## src/rtl/ufrx_pkg.sv

```systemverilog
// ----------------------------------------------------------------------------
// ufrx_pkg - shared types and constants of the frame receiver
// Phase and status codes, register indexes, the result beat layout and the
// frame limits.
// ----------------------------------------------------------------------------
package ufrx_pkg;

	// frame limits
	localparam int BUFFER_BYTES = 64;
	localparam int HEADER_BYTES = 3;
	// wide enough for length + header and for the buffer limit
	localparam int LEN_CMP_W    = $clog2(BUFFER_BYTES + 256);

	localparam int BYTE_W       = 8;
	localparam int CFG_IDX_W    = 1;

	// configuration register indexes
	localparam logic [CFG_IDX_W-1:0] CFG_START_BYTE    = 1'd0;
	localparam logic [CFG_IDX_W-1:0] CFG_EXPECTED_TYPE = 1'd1;

	// register reset values
	localparam logic [BYTE_W-1:0] START_BYTE_RST    = 8'd126;
	localparam logic [BYTE_W-1:0] EXPECTED_TYPE_RST = 8'd49;

	typedef enum logic [1:0] {
		PH_HUNT    = 2'd0,
		PH_SECOND  = 2'd1,
		PH_LENGTH  = 2'd2,
		PH_PAYLOAD = 2'd3
	} phase_t;

	typedef enum logic [2:0] {
		ST_OK         = 3'd0,
		ST_BAD_SUM    = 3'd1,
		ST_WRONG_TYPE = 3'd2,
		ST_TOO_BIG    = 3'd3,
		ST_EMPTY      = 3'd4
	} frame_status_t;

	// one result beat
	typedef struct packed {
		logic [BYTE_W-1:0] payload_byte;
		logic [BYTE_W-1:0] byte_index;
		logic              last_of_frame;
		frame_status_t     frame_status;
	} result_t;

	// deframer state as seen by the top level
	typedef struct packed {
		phase_t            phase;
		logic [BYTE_W-1:0] bytes_left;
	} dfr_state_t;

endpackage

```

## src/rtl/ufrx_if.sv

```systemverilog
// ----------------------------------------------------------------------------
// ufrx_if - valid/ready channels of the frame receiver
// ufrx_rx_if carries received bytes, ufrx_res_if carries result beats.
// ----------------------------------------------------------------------------
interface ufrx_rx_if;
	logic       valid;
	logic       ready;
	logic [7:0] rx_byte;

	modport source (output valid, output rx_byte, input ready);
	modport sink   (input valid, input rx_byte, output ready);
endinterface

interface ufrx_res_if;
	logic       valid;
	logic       ready;
	logic [7:0] payload_byte;
	logic [7:0] byte_index;
	logic       last_of_frame;
	logic [2:0] frame_status;

	modport source (output valid, output payload_byte, output byte_index,
		output last_of_frame, output frame_status, input ready);
	modport sink   (input valid, input payload_byte, input byte_index,
		input last_of_frame, input frame_status, output ready);
endinterface

```

## src/rtl/ufrx_deframer.sv

```systemverilog
// ----------------------------------------------------------------------------
// ufrx_deframer - frame state machine
// Steps once per byte: start byte hunt, length check, payload pass-through
// with running checksum and type check. Result is combinational on the step.
// ----------------------------------------------------------------------------
module ufrx_deframer
	import ufrx_pkg::*;
(
	input  logic              clk,
	input  logic              arst_n,
	input  logic              step,
	input  logic [BYTE_W-1:0] rx_byte,
	input  logic [BYTE_W-1:0] start_byte,
	input  logic [BYTE_W-1:0] expected_type,
	output logic              has_result,
	output result_t           result,
	output dfr_state_t        state
);

	phase_t            phase_q, phase_d;
	logic [BYTE_W-1:0] bytes_left_q, bytes_left_d;
	logic [BYTE_W-1:0] sum_q, sum_d;
	logic [BYTE_W-1:0] pos_q, pos_d;
	logic              type_ok_q, type_ok_d;

	logic              too_big;
	logic              is_start;
	logic              last_byte;
	logic              type_ok_now;

	// shared decodes
	assign is_start    = (rx_byte == start_byte);
	assign too_big     = (LEN_CMP_W'(rx_byte) + LEN_CMP_W'(HEADER_BYTES))
		> LEN_CMP_W'(BUFFER_BYTES);
	assign last_byte   = (bytes_left_q <= 8'd1);
	// type is judged on the first payload byte, held afterwards
	assign type_ok_now = (pos_q == '0) ? (rx_byte == expected_type) : type_ok_q;

	// next state
	always_comb begin
		phase_d      = phase_q;
		bytes_left_d = bytes_left_q;
		sum_d        = sum_q;
		pos_d        = pos_q;
		type_ok_d    = type_ok_q;
		if (step) begin
			unique case (phase_q)
				PH_HUNT: begin
					if (is_start) phase_d = PH_SECOND;
				end
				PH_SECOND: begin
					phase_d = is_start ? PH_LENGTH : PH_HUNT;
				end
				PH_LENGTH: begin
					if (too_big || rx_byte == '0) begin
						phase_d = PH_HUNT;
					end else begin
						bytes_left_d = rx_byte;
						sum_d        = rx_byte;
						pos_d        = '0;
						type_ok_d    = 1'b0;
						phase_d      = PH_PAYLOAD;
					end
				end
				PH_PAYLOAD: begin
					type_ok_d = type_ok_now;
					if (last_byte) begin
						phase_d      = PH_HUNT;
						bytes_left_d = '0;
					end else begin
						sum_d        = sum_q + rx_byte;
						pos_d        = pos_q + 8'd1;
						bytes_left_d = bytes_left_q - 8'd1;
					end
				end
				default: phase_d = PH_HUNT;
			endcase
		end
	end

	// outputs
	always_comb begin
		has_result           = 1'b0;
		result.payload_byte  = rx_byte;
		result.byte_index    = '0;
		result.last_of_frame = 1'b0;
		result.frame_status  = ST_OK;
		unique case (phase_q)
			PH_HUNT, PH_SECOND: has_result = 1'b0;
			PH_LENGTH: begin
				if (too_big) begin
					has_result           = step;
					result.last_of_frame = 1'b1;
					result.frame_status  = ST_TOO_BIG;
				end else if (rx_byte == '0) begin
					has_result           = step;
					result.last_of_frame = 1'b1;
					result.frame_status  = ST_EMPTY;
				end
			end
			PH_PAYLOAD: begin
				has_result        = step;
				result.byte_index = pos_q;
				if (last_byte) begin
					result.last_of_frame = 1'b1;
					// bad checksum wins over wrong type
					if (rx_byte != sum_q)  result.frame_status = ST_BAD_SUM;
					else if (!type_ok_now) result.frame_status = ST_WRONG_TYPE;
					else                   result.frame_status = ST_OK;
				end
			end
			default: has_result = 1'b0;
		endcase
	end

	// state registers
	always_ff @(posedge clk or negedge arst_n) begin
		if (!arst_n) begin
			phase_q      <= PH_HUNT;
			bytes_left_q <= '0;
			sum_q        <= '0;
			pos_q        <= '0;
			type_ok_q    <= 1'b0;
		end else begin
			phase_q      <= phase_d;
			bytes_left_q <= bytes_left_d;
			sum_q        <= sum_d;
			pos_q        <= pos_d;
			type_ok_q    <= type_ok_d;
		end
	end

	assign state.phase      = phase_q;
	assign state.bytes_left = bytes_left_q;

endmodule

```

## src/rtl/uart_frame_receiver_with_sum_check_core.sv

```systemverilog
// ----------------------------------------------------------------------------
// uart_frame_receiver_with_sum_check_core - serial frame deframer
// Double start byte, length, payload with additive checksum; each payload
// byte goes out with its index; the last, and a bad length, carry the status.
//
//   channel | dir | beat
//   rx      | in  | rx_byte
//   frame   | out | payload_byte, byte_index, last_of_frame, frame_status
//   cfg     | in  | write only: cfg_we, cfg_index, cfg_wdata
//
// One byte per cycle sustained unless the frame channel stalls. A byte is
// registered on acceptance, stepped through the frame state machine once the
// output register is free, and the step loads its result (if any) there.
// Reset clears the state machine and loads the register defaults.
// A stalled frame channel holds the output register; rx keeps accepting as
// long as the input register can move on, so one beat of slack each side.
// ----------------------------------------------------------------------------
module uart_frame_receiver_with_sum_check_core
	import ufrx_pkg::*;
(
	input  logic                 clk,
	input  logic                 arst_n,
	ufrx_rx_if.sink              rx,
	ufrx_res_if.source           frame,
	input  logic                 cfg_we,
	input  logic [CFG_IDX_W-1:0] cfg_index,
	input  logic [BYTE_W-1:0]    cfg_wdata
);

	logic [BYTE_W-1:0] start_byte_q;
	logic [BYTE_W-1:0] expected_type_q;

	logic              valid_s1;
	logic [BYTE_W-1:0] rx_byte_s1;
	logic              valid_s2;
	result_t           res_s2;

	logic              s2_free;
	logic              adv_s1;
	logic              has_result;
	result_t           result;
	dfr_state_t        dfr_state;

	// configuration registers
	always_ff @(posedge clk or negedge arst_n) begin
		if (!arst_n) begin
			start_byte_q    <= START_BYTE_RST;
			expected_type_q <= EXPECTED_TYPE_RST;
		end else if (cfg_we) begin
			unique case (cfg_index)
				CFG_START_BYTE:    start_byte_q    <= cfg_wdata;
				CFG_EXPECTED_TYPE: expected_type_q <= cfg_wdata;
				default: ;
			endcase
		end
	end

	// flow control
	assign s2_free  = !valid_s2 || frame.ready;
	assign adv_s1   = valid_s1 && s2_free;
	assign rx.ready = !valid_s1 || adv_s1;

	// input register
	always_ff @(posedge clk or negedge arst_n) begin
		if (!arst_n) begin
			valid_s1 <= 1'b0;
		end else if (rx.ready) begin
			valid_s1 <= rx.valid;
		end
	end

	always_ff @(posedge clk) begin
		if (rx.valid && rx.ready) rx_byte_s1 <= rx.rx_byte;
	end

	ufrx_deframer u_dfr (
		.clk           (clk),
		.arst_n        (arst_n),
		.step          (adv_s1),
		.rx_byte       (rx_byte_s1),
		.start_byte    (start_byte_q),
		.expected_type (expected_type_q),
		.has_result    (has_result),
		.result        (result),
		.state         (dfr_state)
	);

	// output register
	always_ff @(posedge clk or negedge arst_n) begin
		if (!arst_n) begin
			valid_s2 <= 1'b0;
		end else if (s2_free) begin
			valid_s2 <= adv_s1 && has_result;
		end
	end

	always_ff @(posedge clk) begin
		if (adv_s1 && has_result) res_s2 <= result;
	end

	assign frame.valid         = valid_s2;
	assign frame.payload_byte  = res_s2.payload_byte;
	assign frame.byte_index    = res_s2.byte_index;
	assign frame.last_of_frame = res_s2.last_of_frame;
	assign frame.frame_status  = res_s2.frame_status;

	// checks
	a_mid_frame_ok: assert property (@(posedge clk) disable iff (!arst_n)
		valid_s2 && !res_s2.last_of_frame |-> res_s2.frame_status == ST_OK)
		else $error("non-final beat carries a status");

	a_payload_left: assert property (@(posedge clk) disable iff (!arst_n)
		dfr_state.phase == PH_PAYLOAD |-> dfr_state.bytes_left != '0)
		else $error("payload phase with no bytes left");

	a_last_hunts: assert property (@(posedge clk) disable iff (!arst_n)
		adv_s1 && has_result && result.last_of_frame |=> dfr_state.phase == PH_HUNT)
		else $error("frame end did not return to hunting");

	a_s1_stall: assert property (@(posedge clk) disable iff (!arst_n)
		valid_s1 && !adv_s1 |=> valid_s1 && $stable(rx_byte_s1))
		else $error("held input beat lost");

endmodule

```

## src/flat_wrapper.sv

```systemverilog
// flat-port wrapper written by rule: the top's interface ports become plain ports
module uart_frame_receiver_with_sum_check_core_flat import ufrx_pkg::*;
  (clk, arst_n, cfg_we, cfg_index, cfg_wdata, rx_valid, rx_rx_byte, rx_ready, frame_valid, frame_payload_byte, frame_byte_index, frame_last_of_frame, frame_frame_status, frame_ready);
  ufrx_rx_if rx_i ();
  ufrx_res_if frame_i ();
  input  logic clk;
  input  logic arst_n;
  input  logic cfg_we;
  input  logic [CFG_IDX_W-1:0] cfg_index;
  input  logic [BYTE_W-1:0] cfg_wdata;
  input wire logic [$bits(rx_i.valid)-1:0] rx_valid;
  input wire logic [$bits(rx_i.rx_byte)-1:0] rx_rx_byte;
  output wire logic [$bits(rx_i.ready)-1:0] rx_ready;
  output wire logic [$bits(frame_i.valid)-1:0] frame_valid;
  output wire logic [$bits(frame_i.payload_byte)-1:0] frame_payload_byte;
  output wire logic [$bits(frame_i.byte_index)-1:0] frame_byte_index;
  output wire logic [$bits(frame_i.last_of_frame)-1:0] frame_last_of_frame;
  output wire logic [$bits(frame_i.frame_status)-1:0] frame_frame_status;
  input wire logic [$bits(frame_i.ready)-1:0] frame_ready;
  assign rx_i.valid = rx_valid;
  assign rx_i.rx_byte = rx_rx_byte;
  assign rx_ready = rx_i.ready;
  assign frame_valid = frame_i.valid;
  assign frame_payload_byte = frame_i.payload_byte;
  assign frame_byte_index = frame_i.byte_index;
  assign frame_last_of_frame = frame_i.last_of_frame;
  assign frame_frame_status = frame_i.frame_status;
  assign frame_i.ready = frame_ready;
  uart_frame_receiver_with_sum_check_core u_core (.clk(clk), .arst_n(arst_n), .rx(rx_i), .frame(frame_i), .cfg_we(cfg_we), .cfg_index(cfg_index), .cfg_wdata(cfg_wdata));
endmodule
```

## config.mk

```make
export PLATFORM = sky130hd
export DESIGN_NAME = uart_frame_receiver_with_sum_check_core_flat
export DESIGN_NICKNAME = d
export VERILOG_FILES = /design/src/rtl/ufrx_pkg.sv /design/src/rtl/ufrx_if.sv /design/src/rtl/ufrx_deframer.sv /design/src/rtl/uart_frame_receiver_with_sum_check_core.sv /design/src/flat_wrapper.sv
export SDC_FILE = /design/constraint.sdc
export NUM_CORES = 1
export LEC_CHECK = 0
export BUFFER_PORTS_ARGS = -buffer_cell sky130_fd_sc_hd__buf_2
export CORE_MARGIN = 2
export CORE_UTILIZATION = 50
export DETAILED_ROUTE_END_ITERATION = 8
export PLACE_DENSITY_LB_ADDON = 0.12
export SLEW_MARGIN = 5
export SYNTH_ARGS = -nofsm -noshare
export SYNTH_HDL_FRONTEND = slang
export SYNTH_SLANG_ARGS = --single-unit
```

## constraint.sdc

```tcl
create_clock -name clk -period 2.9 [get_ports clk]
set_input_delay 0.29 -clock clk [delete_from_list [all_inputs] [get_ports clk]]
set_output_delay 0.29 -clock clk [all_outputs]
set_load 0.005 [all_outputs]
```

== Word-level counts from Yosys, hierarchy flattened ==
Cells that the tools add are included.
Operators by class
  add/sub/neg operators: 4
  $mul: 0
  div/mod/pow operators: 0
  $lt $le $gt $ge: 2
  equal/unequal tests: 10
  shifts and indexed selects: 0
  mux-type cells: 25
  bitwise gates (word level): 1
  reductions and logical operators: 18
Operators with widths (count)
  8-bit case mux with 2 select lines: 3
  8-bit two-way mux: 5
  8-bit equality test: 2
  8-bit logical NOT: 2
  4-bit two-way mux: 3
  2-bit two-way mux: 5
  8-bit by 2-bit adder with 9-bit output, second input constant: 1
  9-bit by 7-bit greater-than comparator with 1-bit output, second input constant: 1
  8-bit by 1-bit adder with 8-bit output, second input constant: 1
  8-bit adder: 1
  8-bit by 1-bit <= comparator with 1-bit output, second input constant: 1
  2-bit inequality test, second input constant: 4
  8-bit inequality test: 1
  2-bit case mux with 4 select lines: 1
  4-bit case mux with 2 select lines: 1
  8-bit by 1-bit subtractor with 8-bit output, second input constant: 1
  3-bit AND reduction: 2
  2-bit equality test, second input constant: 2
  1-bit two-way mux: 4
  2-bit AND reduction: 2
  4-bit AND reduction: 1
  1-bit logical AND: 3
  1-bit logical OR: 3
  3-bit two-way mux: 1
  8 further kinds: 9
Storage, ports and cells
  register bits after elaboration: 73
  bits in latches: 0
  memory bits (writable): 0
  ROM bits: 0
  output and inout bits: 22
  memories kept: 0

== Longest topological paths before layout ==
  depth in word-level cells: 7
  gate-level depth with buffers: 9

== Cells and area by module ==
Synthesis repeated with hierarchy kept, for this count alone.
Unflattened totals
  cells, all modules: 340
  area, all modules: 3883.7 µm²
By module, submodules not included
  ufrx_deframer: instances 1, cells an instance 267, area an instance 2321.0 µm², sequential area each 675.6 µm²
  uart_frame_receiver_with_sum_check_core: instances 1, cells an instance 73, area an instance 1562.7 µm², sequential area each 1302.5 µm²

== Least setup slack after synthesis ==
No wires, ideal clock.
  kind: flip-flop to flip-flop
  start: register u_core.rx_byte_s1[2]
  end: register u_core.res_s2 (netlist bit u_core.frame.byte_index[0]), enable pin
  setup time: 397 ps
  arrival time: 2175 ps
  required time: 2503 ps
  setup slack: 329 ps
  stages on the path, launching flop included: 7
  buffers on the path: 1
  clock period less this slack: 2571 ps
  cell sequence: edfxtp_1 clkbuf_2 nand4_1 o21ai_0 a21oi_1 nor2b_1 nor2_1
On the way
  cells in the longest elaborated chain, start to end: 5
  elaborated cells on any way between the ends: 7
RTL lines
  start, declared: line uart_frame_receiver_with_sum_check_core.sv:34  | logic [BYTE_W-1:0] rx_byte_s1;
  start signal, assigned: line uart_frame_receiver_with_sum_check_core.sv:73  | if (rx.valid && rx.ready) rx_byte_s1 <= rx.rx_byte;
  8-bit by 2-bit adder with 9-bit output or 8-bit logical NOT (tied branches): line ufrx_deframer.sv:33, ufrx_deframer.sv:95
  9-bit by 7-bit greater-than comparator with 1-bit output or 1-bit two-way mux (tied branches): line ufrx_deframer.sv:34, ufrx_deframer.sv:95
  1-bit two-way mux *: line ufrx_deframer.sv:91  | if (too_big) begin
  1-bit case mux with 3 select lines *: line ufrx_deframer.sv:88  | unique case (phase_q)
  1-bit logical AND *: line uart_frame_receiver_with_sum_check_core.sv:98  | if (adv_s1 && has_result) res_s2 <= result;
  end signal, assigned: line uart_frame_receiver_with_sum_check_core.sv:98
  end, declared: line uart_frame_receiver_with_sum_check_core.sv:36  | result_t res_s2;
Mark *: on every way between the ends. The rest lies on a longest branch, timed or not.
A chain may end at the register's enable or synchronous reset.

== Worst setup path in the final report ==
  start: register u_core.rx_byte_s1[5]
  end: register u_core.u_dfr.bytes_left_q[1]
On the way
  cells in the longest elaborated chain, start to end: 5
  elaborated cells on any way between the ends: 6
RTL lines
  8-bit by 2-bit adder with 9-bit output: line ufrx_deframer.sv:33  | assign too_big = (LEN_CMP_W'(rx_byte) + LEN_CMP_W'(HEADER_BYTES))
  9-bit by 7-bit greater-than comparator with 1-bit output: line ufrx_deframer.sv:34  | > LEN_CMP_W'(BUFFER_BYTES);
  1-bit logical OR *: line ufrx_deframer.sv:55  | if (too_big || rx_byte == '0) begin
  2-bit inequality test (no source line) *
  3-bit AND reduction (no source line) *
  end signal, assigned: line ufrx_deframer.sv:126  | bytes_left_q <= bytes_left_d;
  end, declared: line ufrx_deframer.sv:21  | logic [BYTE_W-1:0] bytes_left_q, bytes_left_d;
Marks and branches as above.

==> metrics.md <==
| Metric | Value |
|---|---|
| Fin. Hold Viols | `0` |
| CTS sink count | `73` |
| Syn Area/Cell | `11.3 um2` |
| Max Clk Rate | `416 MHz` |
| Clock Latency Late Sink | `0.35 ns` |
| CTS max path bufs | `2` |
| Unrepaired setup endpoints after global routing | `no` |
| Area growth from synthesis to layout | `13.0%` |
| Count of cell types in the netlist | `49` |
| Post-synth top area cell | `dfrtp_1` |
| Layout cells sized above 1 | `0.268` |
| GPL Wtd Cong | `0.967` |
| Ys flop type | `dfrtp_1` |
| WP data required | `3.14 ns` |
| Top cells by area, synth | `dfrtp_1 24%, edfxtp_1 23%, dfstp_2 6.4%` |
| Post-DRT Antenna Nets | `0` |
| Drt initial violations | `203` |
| CTS resizes | `0` |
| Die Y | `90.0 um` |
| Post-CTS Hold Fix Bufs | `0` |
| Tmin final | `2.40 ns` |
| TNS Setup | `0 ns` |
| Critical path depth | `5` |
| WP data arrival | `2.64 ns` |
| Placed cell area | `4000 um2` |
| Synth top area share | `0.244` |
| Maximum vdd drop | `0.327 mV` |
| Finished Layout Cells | `476` |
| # nets final | `406` |
| Core area | `7210 um2` |
| Sequential Area | `1980 um2` |
| Tot GR Track Use | `0.211` |
| I/O pins | `44` |
| GRT met3 Usage | `0.0478` |
| Die W | `90.0 um` |
| First-pass GRT wire length | `13300 um` |
| Postcts setup bufs | `0` |
| Seq cells post-synth | `73` |
| Drc violations | `0` |
| Multi-input logic area | `1620 um2` |
| Endpoints failing setup | `0` |
| Port Buffers | `43` |
| Met2 GRT Util | `0.348` |
| Sequential Power Share | `0.564` |
| P_int | `0.00156 W` |
| Syn nets | `360` |
| HP Class | `in -> async` |
| Clock root cell | `clkbuf_8` |
| Slowest stage delay, CP | `0.58 ns` |
| Mapped Area | `3690 um2` |
| WP buf/inv | `0` |
| Clk pwr share | `0.348` |
| CTS H-tree lvls | `3` |
| FF-to-FF path depth | `5` |
| Vias per inst | `5.53` |
| Setup crit end kind | `flip-flop` |
| CTS tree | `done` |
| Highest-delay cell along the critical path | `edfxtp_1` |
| Slew @ Worst Pin | `1.02 ns` |
| Final Cycle Share | `0.828` |
| Worst-path fanout max | `17` |
| Crit-path cells | `nand4_1, o21ai_0, a21oi_1, o21bai_2, mux2_2` |
| Slew Limit Fails | `0` |
| Most used routing layer | `met2` |
| Hpwl dp | `5620 um` |
| Pwr Density | `500 nW/um2` |
| Placed Instances | `460` |
| Cells after Synth | `326` |
| Setup Skew | `0.00802 ns` |
| Static Leak | `1.73 nW` |
| Initial antenna violation count | `0` |
| GRT Residual Overflow | `0` |
| Iteration count of the initial detailed-routing pass | `4` |
| Max-Cap Viols | `0` |
| Status | `completed` |
| Setup crit start kind | `flip-flop` |
| Antenna diode count | `0` |
| WL/cell | `16.3 um` |
| Rel. slew slack | `0.317` |
| Critical path's top delay family | `compound AO/OA/AOI/OAI gates` |
| Largest net degree at the start of global routing | `46` |
| Sw Share | `0.252` |
| FP Rows | `31` |
| Total clock buffers created by CTS | `9` |
| Die ar. | `8090 um2` |
| Synth warn | `0` |
| Ys async rst share | `0.616` |
| Initial Util | `0.512` |
| CP Class | `reg -> reg` |
| Post-synth EDFFs | `28` |
| DRT Wirelength | `7770 um` |
| DR vias | `2633` |
| Clock-pin slew of the registers on the worst-case setup and hold paths | `0.08 ns` |
| Design Area, Final | `4170 um2` |
| Seq/Total Area, Yosys | `0.536` |
| Met1 Use GR | `0.278` |
| P_sw | `0.000526 W` |
| Final-layout fill cell count | `639` |
| Vias in the first global route | `2673` |
| Comb pwr share | `0.088` |
==> cell families (layout without fill, tap and decap cells) <==
family	Yosys count	in the layout	synth area share
fa+ha+maj	12	12	0.0427
xor+xnor	26	26	0.0617
mux	22	22	0.0667
flops	73	73	0.536
compound gates	60	60	0.105
simple gates	112	112	0.161
buf+inv	21	72	0.0278
==> flip-flops by register name, indices dropped and copies added, names as in the netlist <==
name	count
u_core.u_dfr.bytes_left_q	8
u_core.u_dfr.pos_q	8
u_core.start_byte_q	8
u_core.frame.frame_status	3
u_core.u_dfr.sum_q	8
u_core.rx_byte_s1	8
u_core.frame.valid	1
u_core.frame.byte_index	8
u_core.u_dfr.phase_q	2
u_core.frame.last_of_frame	1
u_core.valid_s1	1
u_core.u_dfr.type_ok_q	1
u_core.expected_type_q	8
u_core.frame.payload_byte	8
==> per-layer routing <==
metal  up-vias  wire (um)
li1       1267          -
met1      1293       3550
met2        60       3710
met3        13        365
met4         0        148
met5         -          0
==> worst register-to-register path, cell delays in order, from the launching register on <==
cell	delay (ns)
edfxtp_1	0.58
nand4_1	0.12
o21ai_0	0.51
a21oi_1	0.17
o21bai_2	0.51
mux2_2	0.40
==> power by group through the flow <==
stage	registers (W)	clock network (W)	logic, W
detailed placement	0.00120	0	0.000186
global route	0.00118	0.000795	0.000207
global placement	0.00120	0	0.000184
floorplan	0.00118	0	0.000135
finish	0.00118	0.000725	0.000184
CTS	0.00118	0.000749	0.000187
==> synth_stat cells (2+ instances only) <==
library cell,number
nor2_1,28
xnor2_1,21
nor4_1,5
nand3b_1,3
a211oi_1,2
xor2_1,5
and3_1,8
dfrtp_1,36
o21a_1,3
inv_1,9
clkbuf_1,5
a21oi_1,14
clkbuf_2,3
a31oi_1,2
mux2_2,21
a21o_1,2
buf_6,2
nand2b_1,6
dfstp_2,9
nor2_4,2
nor2b_1,4
o31ai_1,2
nor3_1,10
nand4_1,7
o21ai_0,25
edfxtp_1,28
and2_1,5
ha_1,11
nand2_1,23
nand3_1,6
==> placed cells by master (no fill, tap or decap), types with 2 or more instances in the layout <==
cell,count
a211oi_1,2
a21o_1,2
a21oi_1,14
a31oi_1,2
and2_1,5
and3_1,8
buf_2,43
buf_4,4
clkbuf_8,10
clkinv_2,2
dfrtp_1,36
dfstp_2,9
edfxtp_1,28
ha_1,11
inv_1,9
inv_4,2
mux2_2,21
nand2_1,23
nand2b_1,6
nand3_1,6
nand3b_1,3
nand4_1,7
nor2_1,27
nor2_4,2
nor2b_1,4
nor3_1,10
nor4_1,5
o21a_1,3
o21ai_0,25
o31ai_1,2
xnor2_1,21
xor2_1,5
==> through the flow <==
step,setup WS [ns],hold WS (ns),utilization,total power (W)
after global routing,0.300,0.0960,0.579,0.00219
final,0.497,0.115,0.579,0.00209
after detailed placement,0.521,0.470,0.554,0.00139
after floorplan,0.329,-0.00559,-,0.00132
after global placement,0.590,0.468,0.554,0.00138
after CTS,0.513,0.105,0.579,0.00211
==> final timing paths <==
kind / slack, ns / to / from
max in group asynchronous: 2.16 / u_core.u_dfr.bytes_left_q[7]$_DFFE_PN0P_ / arst_n
worst min register to register: 0.52 / u_core.u_dfr.sum_q[4]$_DFFE_PN0P_ / u_core.u_dfr.sum_q[4]$_DFFE_PN0P_
worst min-delay path: 0.12 / u_core.start_byte_q[7]$_DFFE_PN0P_ / arst_n
min in group clk: 0.12 / u_core.rx_byte_s1[7]$_DFFE_PP_ / rx_rx_byte[7]
worst max-delay path: 0.50 / u_core.u_dfr.bytes_left_q[1]$_DFFE_PN0P_ / u_core.rx_byte_s1[5]$_DFFE_PP_
worst max register to register: 0.50 / u_core.u_dfr.bytes_left_q[1]$_DFFE_PN0P_ / u_core.rx_byte_s1[5]$_DFFE_PP_
==> final cells by class <==
cell class | instances | share of cell area
Inverter | 9 | 0.00809
Tap cell | 99 | 0.0297
Multi-Input combinational cell | 232 | 0.387
Clock buffer | 10 | 0.0330
Timing Repair Buffer | 47 | 0.0588
Clock inverter | 6 | 0.00959
Sequential cell | 73 | 0.474
Power figures use the tool's default switching activity.
